<file path="src/rtl/rset_pkg.sv">
`default_nettype none
package rset_pkg;

    localparam int DEF_VALUE_COUNT = 1024;

    localparam int ACTION_W = 2;
    localparam int VALUE_W  = 10;
    localparam int DRAW_W   = 10;
    localparam int STATUS_W = 2;
    localparam int RESULT_W = 10;
    localparam int COUNT_W  = 11;

    localparam int IN_TDATA_W  = 24;
    localparam int OUT_TDATA_W = 24;

    localparam logic [ACTION_W-1:0] ACT_ADD      = 2'd0;
    localparam logic [ACTION_W-1:0] ACT_REMOVE   = 2'd1;
    localparam logic [ACTION_W-1:0] ACT_CONTAINS = 2'd2;
    localparam logic [ACTION_W-1:0] ACT_RANDOM   = 2'd3;

    localparam logic [STATUS_W-1:0] ST_OK      = 2'd0;
    localparam logic [STATUS_W-1:0] ST_PRESENT = 2'd1;
    localparam logic [STATUS_W-1:0] ST_ABSENT  = 2'd2;
    localparam logic [STATUS_W-1:0] ST_EMPTY   = 2'd3;

    // controller -> datapath
    typedef struct packed {
        logic clear;     // write one map entry of the clearing pass
        logic capture;   // input transaction taken, issue first reads
        logic exec;      // decide, first writes
        logic fin;       // second map write, random pick data back
        logic load_fin;  // result register takes the freshly finished result
        logic load_wait; // result register takes the held result
    } cmd_t;

    // datapath -> controller
    typedef struct packed {
        logic clear_done;
        logic out_free;
    } stat_t;

    function automatic int floor_log2(input int x);
        int n;
        int v;
        n = 0;
        v = x;
        while (v > 1) begin
            v = v >> 1;
            n = n + 1;
        end
        return n;
    endfunction

endpackage
`default_nettype wire

</file>
<file path="src/rtl/rset_ctrl.sv">
`default_nettype none
module rset_ctrl (
    input  wire logic           clk,
    input  wire logic           rst_n,
    input  wire logic           in_valid,
    output logic                in_ready,
    input  wire rset_pkg::stat_t stat,
    output rset_pkg::cmd_t      cmd
);
    import rset_pkg::*;

    localparam logic [2:0] S_CLEAR = 3'd0;
    localparam logic [2:0] S_IDLE  = 3'd1;
    localparam logic [2:0] S_EXEC  = 3'd2;
    localparam logic [2:0] S_FIN   = 3'd3;
    localparam logic [2:0] S_WAIT  = 3'd4;

    logic [2:0] state_reg;
    logic [2:0] state_next;

    always_ff @(posedge clk or negedge rst_n)
    begin
        if (!rst_n)
        begin
            state_reg <= S_CLEAR;
        end
        else
        begin
            state_reg <= state_next;
        end
    end

    assign in_ready = (state_reg == S_IDLE);

    always_comb
    begin
        state_next = state_reg;
        cmd        = '0;
        unique case (state_reg)
            S_CLEAR:
            begin
                cmd.clear = 1'b1;
                if (stat.clear_done)
                begin
                    state_next = S_IDLE;
                end
            end
            S_IDLE:
            begin
                if (in_valid)
                begin
                    cmd.capture = 1'b1;
                    state_next  = S_EXEC;
                end
            end
            S_EXEC:
            begin
                cmd.exec   = 1'b1;
                state_next = S_FIN;
            end
            S_FIN:
            begin
                cmd.fin = 1'b1;
                if (stat.out_free)
                begin
                    cmd.load_fin = 1'b1;
                    state_next   = S_IDLE;
                end
                else
                begin
                    state_next = S_WAIT;
                end
            end
            S_WAIT:
            begin
                if (stat.out_free)
                begin
                    cmd.load_wait = 1'b1;
                    state_next    = S_IDLE;
                end
            end
            default:
            begin
                state_next = S_CLEAR;
            end
        endcase
    end

endmodule
`default_nettype wire

</file>
<file path="config.mk">
export PLATFORM = sky130hd
export DESIGN_NAME = rset_ctrl
export DESIGN_NICKNAME = d
export VERILOG_FILES = /design/src/rtl/rset_pkg.sv /design/src/rtl/rset_ctrl.sv
export SDC_FILE = /design/constraint.sdc
export NUM_CORES = 1
export LEC_CHECK = 0
export BUFFER_PORTS_ARGS = -buffer_cell sky130_fd_sc_hd__buf_2
export CAP_MARGIN = 30
export CORE_AREA = 2 2 39 41
export DETAILED_ROUTE_END_ITERATION = 10
export DIE_AREA = 0 0 41 43
export GPL_TIMING_DRIVEN = 0
export SYNTH_ARGS = -nofsm -noshare
export SYNTH_HDL_FRONTEND = slang
export SYNTH_SLANG_ARGS = --single-unit
</file>
<file path="constraint.sdc">
create_clock -name clk -period 1.73 [get_ports clk]
set_input_delay 0.0865 -clock clk [delete_from_list [all_inputs] [get_ports clk]]
set_output_delay 0.0865 -clock clk [all_outputs]
set_load 0.03 [all_outputs]
</file>
# ---- After elaboration in Yosys (flattened, before gate mapping)
# Cells that the tools add are included.
dict set report totals {
  regBits 3
  latchBits 0
  ramBits 0
  rom_bits 0
  in_bits 5
  output_inout_bits 7
  wordCells 22
  n_memories 0
}
dict set report op_classes {
  n_addsub 0
  mul 0
  div 0
  n_lt_le_gt_ge 0
  eq_ne 7
  shift 0
  muxes 12
  bitwise_logic 0
  reduce_logical 2
}
# cell n
set op_table {}
lappend op_table {{one-hot mux 3 bit (5 select lines)} 1}
lappend op_table {{two-way mux 3 bit} 4}
lappend op_table {{equality test 3 x 2 -> 1 bit (second input constant)} 2}
lappend op_table {{two-way mux 1 bit} 6}
lappend op_table {{inequality test 2 bit (second input constant)} 3}
lappend op_table {{equality test 3 x 1 -> 1 bit (second input constant)} 1}
lappend op_table {{equality test 3 bit (second input constant)} 1}
lappend op_table {{zero test 3 bit} 1}
lappend op_table {{AND reduction 3 bit} 1}
lappend op_table {{two-way mux 2 bit} 1}

# ---- Longest topological paths before layout
dict set report logic_depth {
  word_depth 3
  mapped_depth 4
  ltp_nobuf 3
}

# ---- Worst setup path before layout
# Ideal clock, no wire load.
dict set report synth_timing {
  path_kind {reg-to-output}
  start {register state_reg[0]}
  end {output cmd[4] (netlist name)}
  arrival_ns 1.169
  t_required_ns 1.643
  setup_slack_ns 0.475
  path_stages_with_launch 4
  cell_sequence {dfrtp_1 -> nor2b_4 -> nor2b_4 -> and2_1}
}
# element line_no
set synth_rtl {}
lappend synth_rtl {{start: declaration} rset_ctrl.sv:18} ;# logic [2:0] state_reg;
lappend synth_rtl {{start signal: assignment} rset_ctrl.sv:29} ;# state_reg <= state_next;
lappend synth_rtl {{end: declaration} rset_ctrl.sv:8} ;# output rset_pkg::cmd_t cmd

==> report_table.html <==
<table>
<tr><th>Metric</th><th>Value</th></tr>
<tr><th colspan="2">Clock tree</th></tr>
<tr><td>Worst skew pair latency</td><td>~0.23 ns</td></tr>
<tr><td>Count of buffers added by post-CTS timing repair for setup</td><td>0</td></tr>
<tr><td># clock sinks</td><td>3</td></tr>
<tr><td>Clock tree from TritonCTS</td><td>yes</td></tr>
<tr><td>TritonCTS Buffers</td><td>3</td></tr>
<tr><td>Root buf cell</td><td>sky130_fd_sc_hd__clkbuf_4</td></tr>
<tr><td>Clk pin slew, worst setup/hold paths</td><td>around 0.040 ns</td></tr>
<tr><td>Number of levels the H-tree was split into</td><td>1</td></tr>
<tr><td>Maximum clock path buffer count</td><td>2</td></tr>
<tr><th colspan="2">Critical path</th></tr>
<tr><td>Worst Path Arrival</td><td>1.34 ns</td></tr>
<tr><td>Critical path capture point type</td><td>output pin</td></tr>
<tr><td>Crit Path Class</td><td>reg -&gt; out</td></tr>
<tr><td>Cells on worst reg2reg path</td><td>3</td></tr>
<tr><td>Flop2flop setup slack</td><td>between 0.7 and 0.8 ns</td></tr>
<tr><td>Startpoint Class</td><td>flop</td></tr>
<tr><td>Startpoint of the worst register-to-register path</td><td>state_reg[0]</td></tr>
<tr><td>Worst-path maximum fanout</td><td>8</td></tr>
<tr><td>Crit path capture</td><td>cmd[4]</td></tr>
<tr><td>Timing startpoint of the critical path</td><td>state_reg[0]</td></tr>
<tr><td>Endpoint of the most critical register-to-register path</td><td>state_reg[0]</td></tr>
<tr><td>Worst Path Required</td><td>1.64 ns</td></tr>
<tr><th colspan="2">Synth</th></tr>
<tr><td>Synth top area share</td><td>a little over a third</td></tr>
<tr><td>Avg Inst Size Synth</td><td>a little under 9 sq um</td></tr>
<tr><td>Portion of the post-synthesis area used by sequential elements</td><td>a little over a third</td></tr>
<tr><td>Most area-consuming cells after synthesis</td><td>sky130_fd_sc_hd__dfrtp_1 35%, sky130_fd_sc_hd__nor2b_4 13%, sky130_fd_sc_hd__nor2_1 6.9%, sky130_fd_sc_hd__and2_1 5.8%, sky130_fd_sc_hd__and3_1 5.8%</td></tr>
<tr><td>Synthesized net count</td><td>30</td></tr>
<tr><td>Yosys warnings</td><td>0</td></tr>
<tr><td>Cell type with the largest total area after synthesis</td><td>sky130_fd_sc_hd__dfrtp_1</td></tr>
<tr><td>Number of instances in the synthesized netlist</td><td>25</td></tr>
<tr><td>Post-synth design cell area</td><td>~220 sq um</td></tr>
<tr><td>Number of synthesized register bits</td><td>3</td></tr>
<tr><td>Netlist cell types</td><td>16</td></tr>
<tr><th colspan="2">Route</th></tr>
<tr><td>Count of routing violations after the opening detailed-route iteration</td><td>5</td></tr>
<tr><td>Via count normalized by instance count</td><td>between 3 and 4</td></tr>
<tr><td>Final routed wire length divided by cell count</td><td>roughly 8.5 um</td></tr>
<tr><td>Post-DRT Antenna Nets</td><td>0</td></tr>
<tr><td>1st-pass router iterations</td><td>3</td></tr>
<tr><td>Remaining routing DRC violations</td><td>0</td></tr>
<tr><td>Total number of vias</td><td>226</td></tr>
<tr><td>Wirelength, routed</td><td>about 490 um</td></tr>
<tr><th colspan="2">STA</th></tr>
<tr><td>Post-layout min period</td><td>~1.4 ns</td></tr>
<tr><td>Final Skew</td><td>about 0.00088 ns</td></tr>
<tr><td>Total negative setup slack</td><td>0 ns</td></tr>
<tr><td>Rel. slew slack</td><td>between 80% and 90%</td></tr>
<tr><td>Fin crit share</td><td>82.7%</td></tr>
<tr><td>Final Hold Viols</td><td>0</td></tr>
<tr><td>Least setup slack across all paths after layout</td><td>~0.3 ns</td></tr>
<tr><td>Upper clock frequency limit</td><td>699 MHz</td></tr>
<tr><td>Setup repair after global routing missed its margin</td><td>false</td></tr>
<tr><td>Number of failing setup endpoints in the final timing report</td><td>0</td></tr>
<tr><td>Total count of max-transition violations in the final report</td><td>0</td></tr>
<tr><td>Worst slew pin tran</td><td>about 0.28 ns</td></tr>
<tr><th colspan="2">Finish</th></tr>
<tr><td>Fill cells</td><td>148</td></tr>
<tr><td>Fraction of final layout cells with drive strength greater than 1</td><td>between 40% and 50%</td></tr>
<tr><td>Signed area change from the synthesized netlist to the final layout</td><td>51.4%</td></tr>
<tr><td># nets final</td><td>47</td></tr>
<tr><td>Total inserted antenna cells</td><td>0</td></tr>
<tr><td>Max reg flops</td><td>3</td></tr>
<tr><td>Total non-filler cell area in the finished layout</td><td>328 sq um</td></tr>
<tr><th colspan="2">Global route</th></tr>
<tr><td>Layer carrying the most global-route usage</td><td>met2</td></tr>
<tr><td>First-pass GRT wire length</td><td>821 um</td></tr>
<tr><td>Maximum number of pins on one net before global-route repair</td><td>11</td></tr>
<tr><td>Number of global-route vias before repair</td><td>between 200 and 250</td></tr>
<tr><td>Met2 track demand over resource</td><td>under 10%</td></tr>
<tr><td>Remaining global-route overflow</td><td>0</td></tr>
<tr><td>Global routing usage summed across all routing layers</td><td>around 7.2%</td></tr>
<tr><td>Met1 Use GR</td><td>a little under a tenth</td></tr>
<tr><td>Met3 Resource Use GR</td><td>1.57%</td></tr>
<tr><td>Number of antenna violations at the first check in global routing</td><td>0</td></tr>
<tr><th colspan="2">Floorplanning</th></tr>
<tr><td>Overall die width</td><td>41 um</td></tr>
<tr><td>Die area</td><td>about 0.0018 sq mm</td></tr>
<tr><td>Placeable Area</td><td>~0.0014 sq mm</td></tr>
<tr><td>Number of ports placed on the die boundary</td><td>12</td></tr>
<tr><td>Starting density of the core</td><td>15.6%</td></tr>
<tr><td>Chip Height</td><td>roughly 43 um</td></tr>
<tr><td>Site row count</td><td>14</td></tr>
<tr><th colspan="2">Hold path</th></tr>
<tr><td>Kind of path behind the tightest hold check</td><td>in -&gt; reg</td></tr>
<tr><td>Beginning of the worst hold path</td><td>stat[0]</td></tr>
<tr><th colspan="2">Power</th></tr>
<tr><td>Leakage</td><td>approximately 0.00018 uW</td></tr>
<tr><td>Power density over cell area</td><td>about 2000 mW/mm^2</td></tr>
<tr><td>Worst VDD drop</td><td>~0.86 mV</td></tr>
<tr><th colspan="2">Place</th></tr>
<tr><td>Detailed-placement wirelength estimate</td><td>356 um</td></tr>
<tr><td>Area after detailed placement</td><td>between 200 and 300 sq um</td></tr>
<tr><td>Port buffer count</td><td>11</td></tr>
<tr><td>GP Congestion</td><td>~0.7</td></tr>
<tr><td>Place WS</td><td>~0.54 ns</td></tr>
<tr><th colspan="2">Run status</th></tr>
<tr><td>Status</td><td>completed</td></tr>
<tr><th colspan="2">Flow run</th></tr>
<tr><td>Max-capacitance violation count</td><td>0</td></tr>
</table>
==> metal layers <==
metal,wire (um),up-vias
met4,16,0
met5,0,-
met1,207,98
met2,230,9
li1,-,117
met3,32,2
==> critical path: stages, from the launching register on <==
cell and delay, ns:
sky130_fd_sc_hd__dfrtp_1 0.44, sky130_fd_sc_hd__nor2b_4 0.21, sky130_fd_sc_hd__nor2b_4 0.15, sky130_fd_sc_hd__and2_1 0.12, sky130_fd_sc_hd__buf_2 0.19
==> repair_timing <==
action | 4_1_cts | 5_1_grt
hold buffers | 1 | 0
hold endpoints to repair | 3 | 0
resized for setup | 0 | 0
==> synth_stat cells, drive strengths merged <==
cell,count
dfrtp,3
buf,1
nand3b,1
nor2b,3
nand2,2
a21oi,1
nor2,4
and2,2
and3,2
nor3,1
and2b,1
nand2b,1
nand4b,1
o21ai,1
a22oi,1
==> worst min path at each step <==
| stage | slack (ns) | to | cells past startpoint |
|---|---|---|---|
| 2_1_floorplan | -0.21 | state_reg[0] | 0 |
| 3_3_place_gp | -0.12 | state_reg[1] | 1 |
| 3_5_place_dp | -0.11 | state_reg[1] | 1 |
| 4_1_cts | 0.04 | state_reg[2] | 2 |
| 5_1_grt | 0.06 | state_reg[2] | 2 |
| 6_report | 0.05 | state_reg[2] | 2 |
==> through the flow <==
step                      util [%]  std cells  hold WS, ns  power, uW
after CTS                     23.7         57       0.0375        665
after global placement        21.1         52       -0.117        527
after detailed placement      21.1         52       -0.115        531
after floorplan                  -         25       -0.209        440
after global routing          23.7         57       0.0635        706
final                         23.7         57       0.0455        654
==> cells in the final DEF (no fill, tap or decap) <==
cell,Yosys,routed
sky130_fd_sc_hd__clkbuf_4,0,3
sky130_fd_sc_hd__nor2b_1,1,1
sky130_fd_sc_hd__nor2b_4,2,2
sky130_fd_sc_hd__dfrtp_1,3,3
sky130_fd_sc_hd__and2b_1,1,1
sky130_fd_sc_hd__nand2b_1,1,1
sky130_fd_sc_hd__buf_2,0,11
sky130_fd_sc_hd__nor2_1,4,4
sky130_fd_sc_hd__and2_1,2,2
sky130_fd_sc_hd__nand3b_1,1,1
sky130_fd_sc_hd__dlygate4sd3_1,0,1
sky130_fd_sc_hd__clkbuf_1,0,1
sky130_fd_sc_hd__nor3_1,1,1
sky130_fd_sc_hd__o21ai_0,1,1
sky130_fd_sc_hd__and3_1,2,2
sky130_fd_sc_hd__nand4b_1,1,1
sky130_fd_sc_hd__a22oi_1,1,1
sky130_fd_sc_hd__a21oi_1,1,1
sky130_fd_sc_hd__nand2_1,2,2
sky130_fd_sc_hd__buf_4,1,1
==> where the power goes <==
part	leakage, uW	switching, uW	internal (uW)
registers	0.0000381	38.0	98.1
clock network	0.0000150	37.9	86.5
logic	0.000125	233	160
total	0.000179	309	344
==> cell families (layout without fill, tap and decap cells) <==
logic type / count (synthesis) / after routing / share of synthesized area, %
AO/OA/AOI/OAI: 3 / 3 / 8.09
buffers and inverters: 1 / 17 / 3.47
flip-flops: 3 / 3 / 34.7
AND/OR/NAND/NOR: 18 / 18 / 53.8
==> area by class of cell <==
type,instances,area [sq um],share of cell area [%]
multi-input cells,21,134,40.8
flip-flops and latches,3,75.1,22.9
repair buffers,12,65.1,19.8
clock buffers,4,26.3,8.02
well taps,16,20.0,6.11
plain buffers,1,7.51,2.29
(Power assumes the default switching activity.)
